--- src/design/hit_volume_bucket_linker_defines.svh ---
// Assertion macros for the hit volume bucket linker.
// Taken in by the modules that carry concurrent checks; no other dependencies.
`ifndef HIT_VOLUME_BUCKET_LINKER_DEFINES_SVH
`define HIT_VOLUME_BUCKET_LINKER_DEFINES_SVH

// Check that cons holds in the same cycle as ante
`define HVBL_ASSERT_NOW(lbl, ante, cons, msg) \
  lbl: assert property (@(posedge clk_i) disable iff (!rst_ni) (ante) |-> (cons)) \
    else $error(msg);

// Check that cons holds in the cycle after ante
`define HVBL_ASSERT_NEXT(lbl, ante, cons, msg) \
  lbl: assert property (@(posedge clk_i) disable iff (!rst_ni) (ante) |=> (cons)) \
    else $error(msg);

`endif

--- src/design/hvbl_ram.sv ---
// Generic single-write, single-read synchronous RAM with registered read data.
// No dependencies.
module hvbl_ram #(
  parameter int unsigned WIDTH = 8,
  parameter int unsigned DEPTH = 64
) (
  input  logic                     clk_i,
  input  logic                     we_i,
  input  logic [$clog2(DEPTH)-1:0] waddr_i,
  input  logic [WIDTH-1:0]         wdata_i,
  input  logic                     re_i,
  input  logic [$clog2(DEPTH)-1:0] raddr_i,
  output logic [WIDTH-1:0]         rdata_o
);

  logic [WIDTH-1:0] mem_q [DEPTH];
  logic [WIDTH-1:0] rdata_q;

  // Write port and registered read port; read data holds between reads
  always_ff @(posedge clk_i) begin
    if (we_i) begin
      mem_q[waddr_i] <= wdata_i;
    end
    if (re_i) begin
      rdata_q <= mem_q[raddr_i];
    end
  end

  assign rdata_o = rdata_q;

endmodule

--- config.mk ---
export PLATFORM = sky130hd
export DESIGN_NAME = hvbl_ram
export DESIGN_NICKNAME = d
export VERILOG_FILES = /design/src/design/hit_volume_bucket_linker_defines.svh /design/src/design/hvbl_ram.sv
export SDC_FILE = /design/constraint.sdc
export NUM_CORES = 1
export LEC_CHECK = 0
export ABC_AREA = 1
export ABC_CLOCK_PERIOD_IN_PS = 2500
export BUFFER_PORTS_ARGS = -buffer_cell sky130_fd_sc_hd__buf_2
export CORE_ASPECT_RATIO = 1.25
export CORE_MARGIN = 2
export CORE_UTILIZATION = 63
export DETAILED_ROUTE_END_ITERATION = 7
export MAX_ROUTING_LAYER = met4
export PLACE_DENSITY_LB_ADDON = 0.1
export SYNTH_ARGS = -nofsm -noshare
export SYNTH_HDL_FRONTEND = slang
export SYNTH_SLANG_ARGS = --single-unit
--- constraint.sdc ---
create_clock -name clk_i -period 2.5 [get_ports clk_i]
set_input_delay 0.125 -clock clk_i [delete_from_list [all_inputs] [get_ports clk_i]]
set_output_delay 0.125 -clock clk_i [all_outputs]
set_load 0.02 [all_outputs]
; Word level (Yosys, flattened, before mapping)
; Memory sizes are Yosys's and may differ from the RTL's. A register that Yosys moved wholly into a read port is not among the register bits.
; Cells that the tools add are included.
[classes]
n_addsub = 0
multipliers = 0
div = 0
order_cmp = 0
n_eq_ne = 0
shift = 0
muxes = 2
n_bitwise = 0
n_reduce_logical = 0
[ops]
columns = op, count
row1 = 1-bit 2-to-1 mux, 2
[totals]
reg_bits = 0
latchBits = 0
mem_bits_rw = 512
rom_bits = 0
input_bits = 23
mem_count = 1
[mem_list]
columns = memory, words, word_bits, rd, rd_clocked_by_memory_dff, wr, line_no
row1 = mem_q, 64, 8, 1, 1, 1, hvbl_ram.sv:16  ; logic [WIDTH-1:0] mem_q [DEPTH];

; Longest topological paths before layout
; Gate-level depths: netlist of run 1.
[depth]
ltp_word = 2
mapped_depth = 12

; Worst setup path after synthesis of run 1
; Ideal clock, no wire load.
[synth_timing]
path_kind = input to register
startpoint = input we_i
endpoint = memory mem_q[48][0], enable pin
setup_ns = 0.395
t_arrival_ns = 1.496
required_ns = 2.105
setup_slack_ns = 0.609
path_stages = 3
path_buffers = 1
path_cell_list = clkbuf_1 -> nand4_1 -> nor4_1
[synth_via]
elab_chain_cells = 2
[synth_lines]
columns = item, line_no
row1 = from (decl), hvbl_ram.sv:8  ; input logic we_i,
row2 = 1-bit 2-to-1 mux, hvbl_ram.sv:21  ; if (we_i) begin
row3 = 1-bit 2-to-1 mux (not written as such), hvbl_ram.sv:22  ; mem_q[waddr_i] <= wdata_i;
row4 = to (decl), hvbl_ram.sv:16
; No other way between the ends.

==> flow_metrics.env, run 1 <==
export IMPL_place_hpwl_um=31200
export IMPL_worstSetupStartpointType="flop"
export IMPL_rows=75
export IMPL_cts_clk_slew_worst_paths_ps=60
export IMPL_vias=14200
export IMPL_endpoint_kind="flop"
export IMPL_maxClockFrequency_mhz=627
export IMPL_final_area_um2=23800
export IMPL_grt_pass1_vias=13800
export IMPL_syn_nets=1828
export IMPL_synthDistinctLibCells=15
export IMPL_worstPathMaxFanout=1
export IMPL_gp_congestion=0.846
export IMPL_netlist_area_um2=21400
export IMPL_antenna_left=0
export IMPL_grtUsageTotal_pct=31.5
export IMPL_final_layout_size_suffix_gt1_share_pct=10.4
export IMPL_portBuffers=30
export IMPL_slew_violations=0
export IMPL_fin_crit_sh_pct=63.8
export IMPL_setup_violations=0
export IMPL_hold_slack_ps=40.2
export IMPL_ios=31
export IMPL_power_density_nw_per_um2=763
export IMPL_crit_type="flop to flop"
export IMPL_routed_via_density=6.08
export IMPL_max_cap_viol_count=0
export IMPL_dr_pass1_iters=5
export IMPL_routedWlPerCell_um=22.6
export IMPL_die_h_um=210
export IMPL_tritoncts="built"
export IMPL_grt_max_degree=149
export IMPL_slew_limit_headroom_pct=37.9
export IMPL_ir_worst_vdd_uv=662
export IMPL_cts_buffers=48
export IMPL_place_area_um2=22200
export IMPL_grt_pass1_wl_um=80900
export IMPL_coreArea_um2=33500
export IMPL_status="finished clean"
export IMPL_hold_path_class="input pin to flop"
export IMPL_finish_net_count=1896
export IMPL_drtIter0Drc=1553
export IMPL_post_cts_buffers=0
export IMPL_dieArea_um2=35500
export IMPL_cts_sinks=520
export IMPL_ys_seq_area_share_pct=72.9
export IMPL_wirelength_um=52800
export IMPL_fin_tns_setup_ps=0
export IMPL_arrival_ps=1930
export IMPL_final_hold_viol_count=0
export IMPL_insertion_delay_ps=580
export IMPL_p_leak_uw=0.00874
export IMPL_syn2layout_area_growth_pct=11.3
export IMPL_max_slew_worst_pin_slew_ps=932
export IMPL_postSynthAreaPerCell_um2=11.9
export IMPL_reg2reg_slack_ps=910
export IMPL_worstPathRequired_ps=2840
export IMPL_ys_seq_elements=520
export IMPL_cts_resized=0
export IMPL_drc_errors=0
export IMPL_yosys_warnings=0
export IMPL_synthCells=1805
export IMPL_die_w_um=169
export IMPL_initial_core_util_pct=63.9
export IMPL_cts_root_buf="clkbuf_16"
export IMPL_final_min_clock_period_ps=1590
export IMPL_ctsLongestPathBuffers=3
export IMPL_rsz0062_at_grt="no"
export IMPL_fillers=2273
export IMPL_antenna_found_initial=5
export IMPL_finClkSkew_ps=20.4
export IMPL_h_tree_depth=2
export IMPL_grt_remaining_overflow=0
-- area by class of cell --
class                   count  area [µm²]  share of cell area [%]
flip-flops and latches    520       15600                    65.5
multi-input cells        1160        4950                    20.7
clock buffers              56        1270                    5.34
repair buffers            131        1110                    4.64
well taps                 423         529                    2.22
clock inverters            31         307                    1.29
inverters                  12        52.6                   0.220
diodes                      5        12.5                  0.0525
-- routing by layer --
metal | GRT usage, % | part of all wire (%) | wire length (µm)
met5 | - | 0 | 0
met4 | 12.7 | 3.9 | 2080
met3 | 4.11 | 7.2 | 3790
met2 | 51.7 | 50 | 26600
met1 | 40.4 | 38 | 20300
-- logic make-up (layout without fill, tap and decap cells) --
logic type | after synthesis | after routing | share of synthesized area (%)
simple gates | 1160 | 1160 | 23.1
flops | 520 | 520 | 72.9
other cells | 0 | 5 | 0
buf+inv | 125 | 230 | 4.01
-- cell usage in the layout, fill, tap and decap left out --
| cell type | count |
|---|---|
| clkbuf_16 | 50 |
| inv_6 | 1 |
| bufinv_16 | 6 |
| clkinv_8 | 1 |
| nand4_1 | 9 |
| clkinvlp_4 | 1 |
| buf_6 | 1 |
| diode_2 | 5 |
| inv_4 | 1 |
| buf_4 | 85 |
| inv_1 | 9 |
| buf_16 | 1 |
| clkinv_2 | 9 |
| dlygate4sd3_1 | 3 |
| edfxtp_1 | 520 |
| clkinv_1 | 13 |
| nor2_1 | 56 |
| buf_12 | 13 |
| inv_2 | 1 |
| clkinv_4 | 1 |
| nand3_1 | 439 |
| clkbuf_1 | 6 |
| nand2_1 | 648 |
| buf_2 | 28 |
| nor4_1 | 8 |
-- flip-flops by register name (all words and copies together) (netlist names) --
| signal | cells |
|---|---|
| mem_q | 512 |
| rdata_o | 8 |
-- metrics by stage --
step / power [µW] / cells / setup WS, ps / util, %
floorplan: 10600 / 1805 / 609 / -
global placement: 11000 / 2242 / 235 / 66.2
detailed placement: 11000 / 2242 / 237 / 66.2
CTS: 18200 / 2332 / 833 / 71.1
global route: 18700 / 2338 / 814 / 71.2
finish: 18200 / 2338 / 906 / 71.2
-- cells in the mapped netlist --
cell type	instances	share of area [%]
buf_2	37	0.86
clkbuf_1	15	0.26
nor4_1	8	0.23
edfxtp_1	520	73
nor2_1	56	0.98
nand3_1	439	10
inv_1	10	0.18
inv_6	1	0.041
buf_1	10	0.18
buf_6	35	1.8
buf_4	14	0.49
inv_2	1	0.018
buf_8	2	0.14
nand4_1	9	0.26
nand2_1	648	11
-- critical path, stage by stage (launching register included) --
cell and delay, ps:
edfxtp_1 370, nand2_1 80, nand3_1 110, nand3_1 90, nand2_1 60, nand2_1 110
nand3_1 240, nand3_1 230, nand2_1 70
-- worst paths after layout --
check                from           end  cells past startpoint
max          mem_q[21][1]    rdata_o[1]                      8
min            wdata_i[0]  mem_q[44][0]                      1
max reg2reg  mem_q[21][1]    rdata_o[1]                      8
min reg2reg  mem_q[14][4]    rdata_o[4]                      8
-- where the power goes --
group,switching [µW],leakage (µW),internal [µW]
Sequential,22.2,0.00469,9670
Combinational,852,0.00328,305
Clock,3090,0.000775,4260
Total,3970,0.00874,14200
-- timing repair --
item / CTS / global route
hold buffers: 3 / 0
endpoints found under the setup margin: 0 / 0
hold endpoints to repair: 19 / 0
Power figures use the tool's default switching activity.
==> run 2, diff against run 1 <==
- ABC_CLOCK_PERIOD_IN_PS: 2500 -> 1600
- clock period: 2.5 -> 1.6 ns (I/O delays scaled with it)
==> flow_metrics.env, run 2 (same netlist as run 1, synthesis figures left out) <==
export IMPL_endpoint_kind="flop"
export IMPL_initial_core_util_pct=63.9
export IMPL_fin_crit_sh_pct=91.3
export IMPL_power_density_nw_per_um2=1180
export IMPL_worstPathRequired_ps=1900
export IMPL_p_leak_uw=0.00892
export IMPL_drc_errors=0
export IMPL_h_tree_depth=2
export IMPL_worst_slack_ps=139
export IMPL_arrival_ps=1760
export IMPL_final_common_cell="nand2_1"
export IMPL_final_hold_viol_count=0
export IMPL_grt_pass1_vias=13700
export IMPL_die_w_um=169
export IMPL_die_h_um=210
export IMPL_vias=14100
export IMPL_largest_reg_flops=512
export IMPL_grtUsageTotal_pct=30.8
export IMPL_finClkSkew_ps=16.6
export IMPL_routedWlPerCell_um=21.9
export IMPL_rsz0062_at_grt="no"
export IMPL_dp_cells=2271
export IMPL_final_layout_size_suffix_gt1_share_pct=11.9
export IMPL_final_min_clock_period_ps=1460
export IMPL_routed_via_density=5.96
export IMPL_grt_pass1_wl_um=79100
export IMPL_cts_sinks=520
export IMPL_hold_path_class="input pin to flop"
export IMPL_switching_share_pct=21.6
export IMPL_tritoncts="built"
export IMPL_dieArea_um2=35500
export IMPL_cts_clk_slew_worst_paths_ps=60
export IMPL_setup_violations=0
export IMPL_grt_max_degree=98
export IMPL_place_hpwl_um=31500
export IMPL_coreArea_um2=33500
export IMPL_seqPwrFrac_pct=53.2
export IMPL_rows=75
export IMPL_finish_net_count=1924
export IMPL_total_power_uw=28500
export IMPL_drtIter0Drc=1581
export IMPL_crit_type="flop to flop"
export IMPL_ios=31
export IMPL_fin_cells=2361
export IMPL_maxClockFrequency_mhz=685
export IMPL_post_cts_buffers=0
export IMPL_wirelength_um=51700
export IMPL_ctsLongestPathBuffers=3
export IMPL_max_cap_viol_count=0
export IMPL_top_register="mem_q"
export IMPL_antenna_left=0
export IMPL_worstPathMaxFanout=1
export IMPL_cts_buffers=47
export IMPL_antenna_found_initial=1
export IMPL_postCtsHoldBufs=4
export IMPL_slew_violations=0
export IMPL_insertion_delay_ps=560
export IMPL_cts_resized=0
export IMPL_layout_cells_most_common_list="nand2_1 (648), edfxtp_1 (520), nand3_1 (439)"
export IMPL_slew_limit_headroom_pct=44.0
export IMPL_power_switching_uw=6150
export IMPL_max_slew_worst_pin_slew_ps=840
export IMPL_intPower_uw=22300
export IMPL_grt_remaining_overflow=0
export IMPL_portBuffers=30
export IMPL_hold_slack_ps=41.1
export IMPL_combPwrFrac_pct=6.6
export IMPL_pre_cts_ws_ps=-68.5
export IMPL_worstSetupStartpointType="flop"
export IMPL_gp_congestion=0.879
export IMPL_dr_pass1_iters=6
export IMPL_place_area_um2=22600
export IMPL_cts_root_buf="clkbuf_16"
export IMPL_clkPwrFrac_pct=40.3
export IMPL_ir_worst_vdd_uv=1000
export IMPL_syn2layout_area_growth_pct=12.9
export IMPL_final_area_um2=24200
export IMPL_status="finished clean"
[run 2: changes by cell type in the layout (fill, tap and decap cells not counted), sizes merged]
cell	delta
dlygate4sd3	+1
bufinv	+1
clkinv	-7
clkinvlp	+3
clkbuf	-2
diode	-1
buf	+28
[run 2: stage by stage]
step	utilization, %	TNS [ps]
2_1_floorplan	-	-15750
3_3_place_gp	67.3	-139
3_5_place_dp	67.3	-256
4_1_cts	72.1	0
5_1_grt	72.1	0
6_report	72.2	0
[run 2: path summary, 6_finish.rpt]
check	from	to	slack (ps)	cells after the start
setup / recovery	mem_q[21][0]	rdata_o[0]	140	8
hold / removal	wdata_i[4]	mem_q[31][4]	40	2
setup reg to reg	mem_q[21][0]	rdata_o[0]	140	8
hold reg to reg	mem_q[8][1]	rdata_o[1]	900	8
[run 2: layout make-up]
cell class,instances,area (µm²)
Sequential cell,520,15600
Inverter,12,52.6
Antenna cell,4,10.0
Fill cell,2271,9320
Multi-Input combinational cell,1160,4950
Clock buffer,54,1240
Clock inverter,28,322
Tap cell,423,529
Timing Repair Buffer,160,1460
[run 2: critical path: stages, from the launching register on]
cell and delay, ps:
edfxtp_1 370, nand2_1 90, nand3_1 80, nand3_1 120
nand2_1 140, nand2_1 90, nand3_1 80, nand3_1 170
nand2_1 70
[run 2: metal layers]
metal,GRT usage [%],vias up,share of wire [%]
met4,14.6,0,4.9
met5,-,-,0
met1,39.5,6771,38
met2,49.4,625,50
met3,4.09,133,7.2
li1,-,6542,-
[run 2: power groups by stage]
stage / Clock [µW] / Combinational (µW) / Sequential (µW)
6_report: 11500 / 1880 / 15100
5_1_grt: 12100 / 2040 / 15100
4_1_cts: 11600 / 1870 / 15100
3_5_place_dp: 0 / 1850 / 15400
3_3_place_gp: 0 / 1830 / 15400
2_1_floorplan: 0 / 1060 / 15400
==> run 3, diff against run 2 <==
- BUFFER_PORTS_ARGS: -buffer_cell sky130_fd_sc_hd__buf_2 -> unset
- CORE_UTILIZATION: 63 -> 66
- CTS_BUF_LIST: unset -> sky130_fd_sc_hd__clkbuf_4 sky130_fd_sc_hd__clkbuf_8
- DONT_BUFFER_PORTS: unset -> 1
- SLEW_MARGIN: unset -> 30
==> flow_metrics.env, run 3 (same netlist as run 1, synthesis figures left out) <==
export IMPL_grt_remaining_overflow=0
export IMPL_grt_pass1_vias=13900
export IMPL_layout_cells_most_common_list="nand2_1 (648), edfxtp_1 (520), nand3_1 (438)"
export IMPL_slew_violations=0
export IMPL_routed_via_density=6.02
export IMPL_cp_top_family="buffers and inverters"
export IMPL_finish_utilization_pct=75.1
export IMPL_slew_limit_headroom_pct=40.6
export IMPL_worstSetupStartpointType="input pin"
export IMPL_cpMostUsedCell="dlygate4sd3_1"
export IMPL_hold_depth=5
export IMPL_worst_path_stages=4
export IMPL_cts_root_buf="clkbuf_8"
export IMPL_grt_pass1_wl_um=79500
export IMPL_wirelength_um=51800
export IMPL_worstPathRequired_ps=1920
export IMPL_crit_type="input pin to flop"
export IMPL_top_layer="met4"
export IMPL_syn2layout_area_growth_pct=11.7
export IMPL_hold_slack_ps=21.0
export IMPL_tritoncts="built"
export IMPL_drc_errors=0
export IMPL_die_w_um=165
export IMPL_routed_wl_met3_um=4330
export IMPL_cts_buffers=74
export IMPL_max_slew_worst_pin_slew_ps=888
export IMPL_largest_reg_flops=512
export IMPL_grt_max_degree=258
export IMPL_worstPathBufferInverterCount=3
export IMPL_status="finished clean"
export IMPL_reg2reg_slack_ps=80
export IMPL_portBuffers=0
export IMPL_rows=73
export IMPL_grtUsageTotal_pct=32.8
export IMPL_dieArea_um2=33900
export IMPL_fin_crit_sh_pct=95.6
export IMPL_initial_core_util_pct=67.2
export IMPL_power_density_nw_per_um2=1130
export IMPL_cts_clk_slew_worst_paths_ps=70
export IMPL_rsz0062_at_grt="no"
export IMPL_max_cap_viol_count=0
export IMPL_vias=14200
export IMPL_total_power_uw=27000
export IMPL_arrival_ps=1850
export IMPL_setup_violations=0
export IMPL_cts_sinks=520
export IMPL_dr_pass1_iters=6
export IMPL_coreArea_um2=31900
export IMPL_final_common_cell="nand2_1"
export IMPL_hold_path_class="input pin to flop"
export IMPL_m1WireLength_um=19300
export IMPL_post_cts_buffers=0
export IMPL_h_tree_depth=3
export IMPL_top_register="mem_q"
export IMPL_insertion_delay_ps=620
export IMPL_r2r_start="mem_q[63][3]"
export IMPL_finClkSkew_ps=25.9
export IMPL_worst_slack_ps=70.0
export IMPL_wl_met2_um=26000
export IMPL_fin_tns_setup_ps=0
export IMPL_cp_startpoint="waddr_i[2]"
export IMPL_gp_congestion=0.879
export IMPL_crit_path_end="mem_q[49][1]"
export IMPL_drtIter0Drc=1771
export IMPL_slowest_delay_ps=670
export IMPL_finish_net_count=1923
export IMPL_final_hold_viol_count=0
export IMPL_crit_slowest_cell="dlygate4sd3_1"
export IMPL_ios=31
export IMPL_ctsLongestPathBuffers=3
export IMPL_routedWlPerCell_um=21.9
export IMPL_pre_cts_ws_ps=2.69
export IMPL_worstPathMaxFanout=8
export IMPL_ir_worst_vdd_uv=863
export IMPL_endpoint_kind="flop"
export IMPL_antenna_left=0
export IMPL_die_h_um=205
export IMPL_crit_chain="dlygate4sd3_1, nor4_1, dlygate4sd3_1, buf_4"
export IMPL_p_leak_uw=0.00880
export IMPL_maxClockFrequency_mhz=654
export IMPL_final_layout_size_suffix_gt1_share_pct=11.7
export IMPL_r2r_end="rdata_o[3]"
export IMPL_antenna_found_initial=1
export IMPL_reg2reg_depth=8
export IMPL_final_min_clock_period_ps=1530
export IMPL_place_hpwl_um=29200
==> run 3: cell count changes in the layout (fill, tap and decap cells not counted), moves of 8 or more <==
cell	previous run	this run
buf_12	25	13
buf_16	0	8
buf_2	28	0
buf_4	102	93
clkbuf_16	49	0
clkbuf_4	0	25
clkbuf_8	0	77
clkinv_1	6	15
dlygate4sd3_1	4	17
==> run 3: worst reg2reg max path: stages (launching register included) <==
cell and delay [ps]:
edfxtp_1 380, nand2_1 80, nand3_1 130, nand3_1 100, nand2_1 110, nand2_1 90, nand3_1 150, nand3_2 170
nand2_1 60
==> run 3: stage by stage <==
step | instance area [µm²] | cells
2_1_floorplan | 21400 | 1805
5_1_grt | 23900 | 2363
3_5_place_dp | 22100 | 2209
4_1_cts | 23900 | 2362
6_report | 23900 | 2363
3_3_place_gp | 22100 | 2209
==> run 3: how the worst min path moves through the flow <==
stage / start / endpoint / slack (ps)
final: raddr_i[3] / rdata_o[6] / 20
after global routing: raddr_i[3] / rdata_o[6] / 30
after CTS: raddr_i[2] / rdata_o[0] / 6
after detailed placement: wdata_i[1] / mem_q[0][1] / 180
after global placement: wdata_i[7] / mem_q[17][7] / 180
after floorplan: wdata_i[0] / mem_q[0][0] / 180
==> run 3: layer usage <==
metal | up-vias | track usage (%)
met5 | - | -
met2 | 683 | 52.9
li1 | 6548 | -
met4 | 0 | 14.2
met3 | 134 | 5.30
met1 | 6857 | 41.7
==> run 3: timing repair <==
| item | 4_1_cts | 5_1_grt |
|---|---|---|
| hold endpoints to repair | 599 | 0 |
| setup endpoints to repair | 0 | 8 |
| hold buffers | 27 | 0 |
| resized for setup | 0 | 2 |
==> run 3: power by group <==
group          switching (µW)  internal (µW)
Combinational            1080            517
Clock                    4730           5500
Sequential               69.8          15100
==> run 3: final cells by class <==
type                            instances  area, µm²
Multi-Input combinational cell       1160       4950
Clock inverter                         24        184
Fill cell                            2104       7950
Antenna cell                            1       2.50
Inverter                               12       52.6
Tap cell                              412        515
Sequential cell                       520      15600
Timing Repair Buffer                  132       1360
Clock buffer                          102       1250
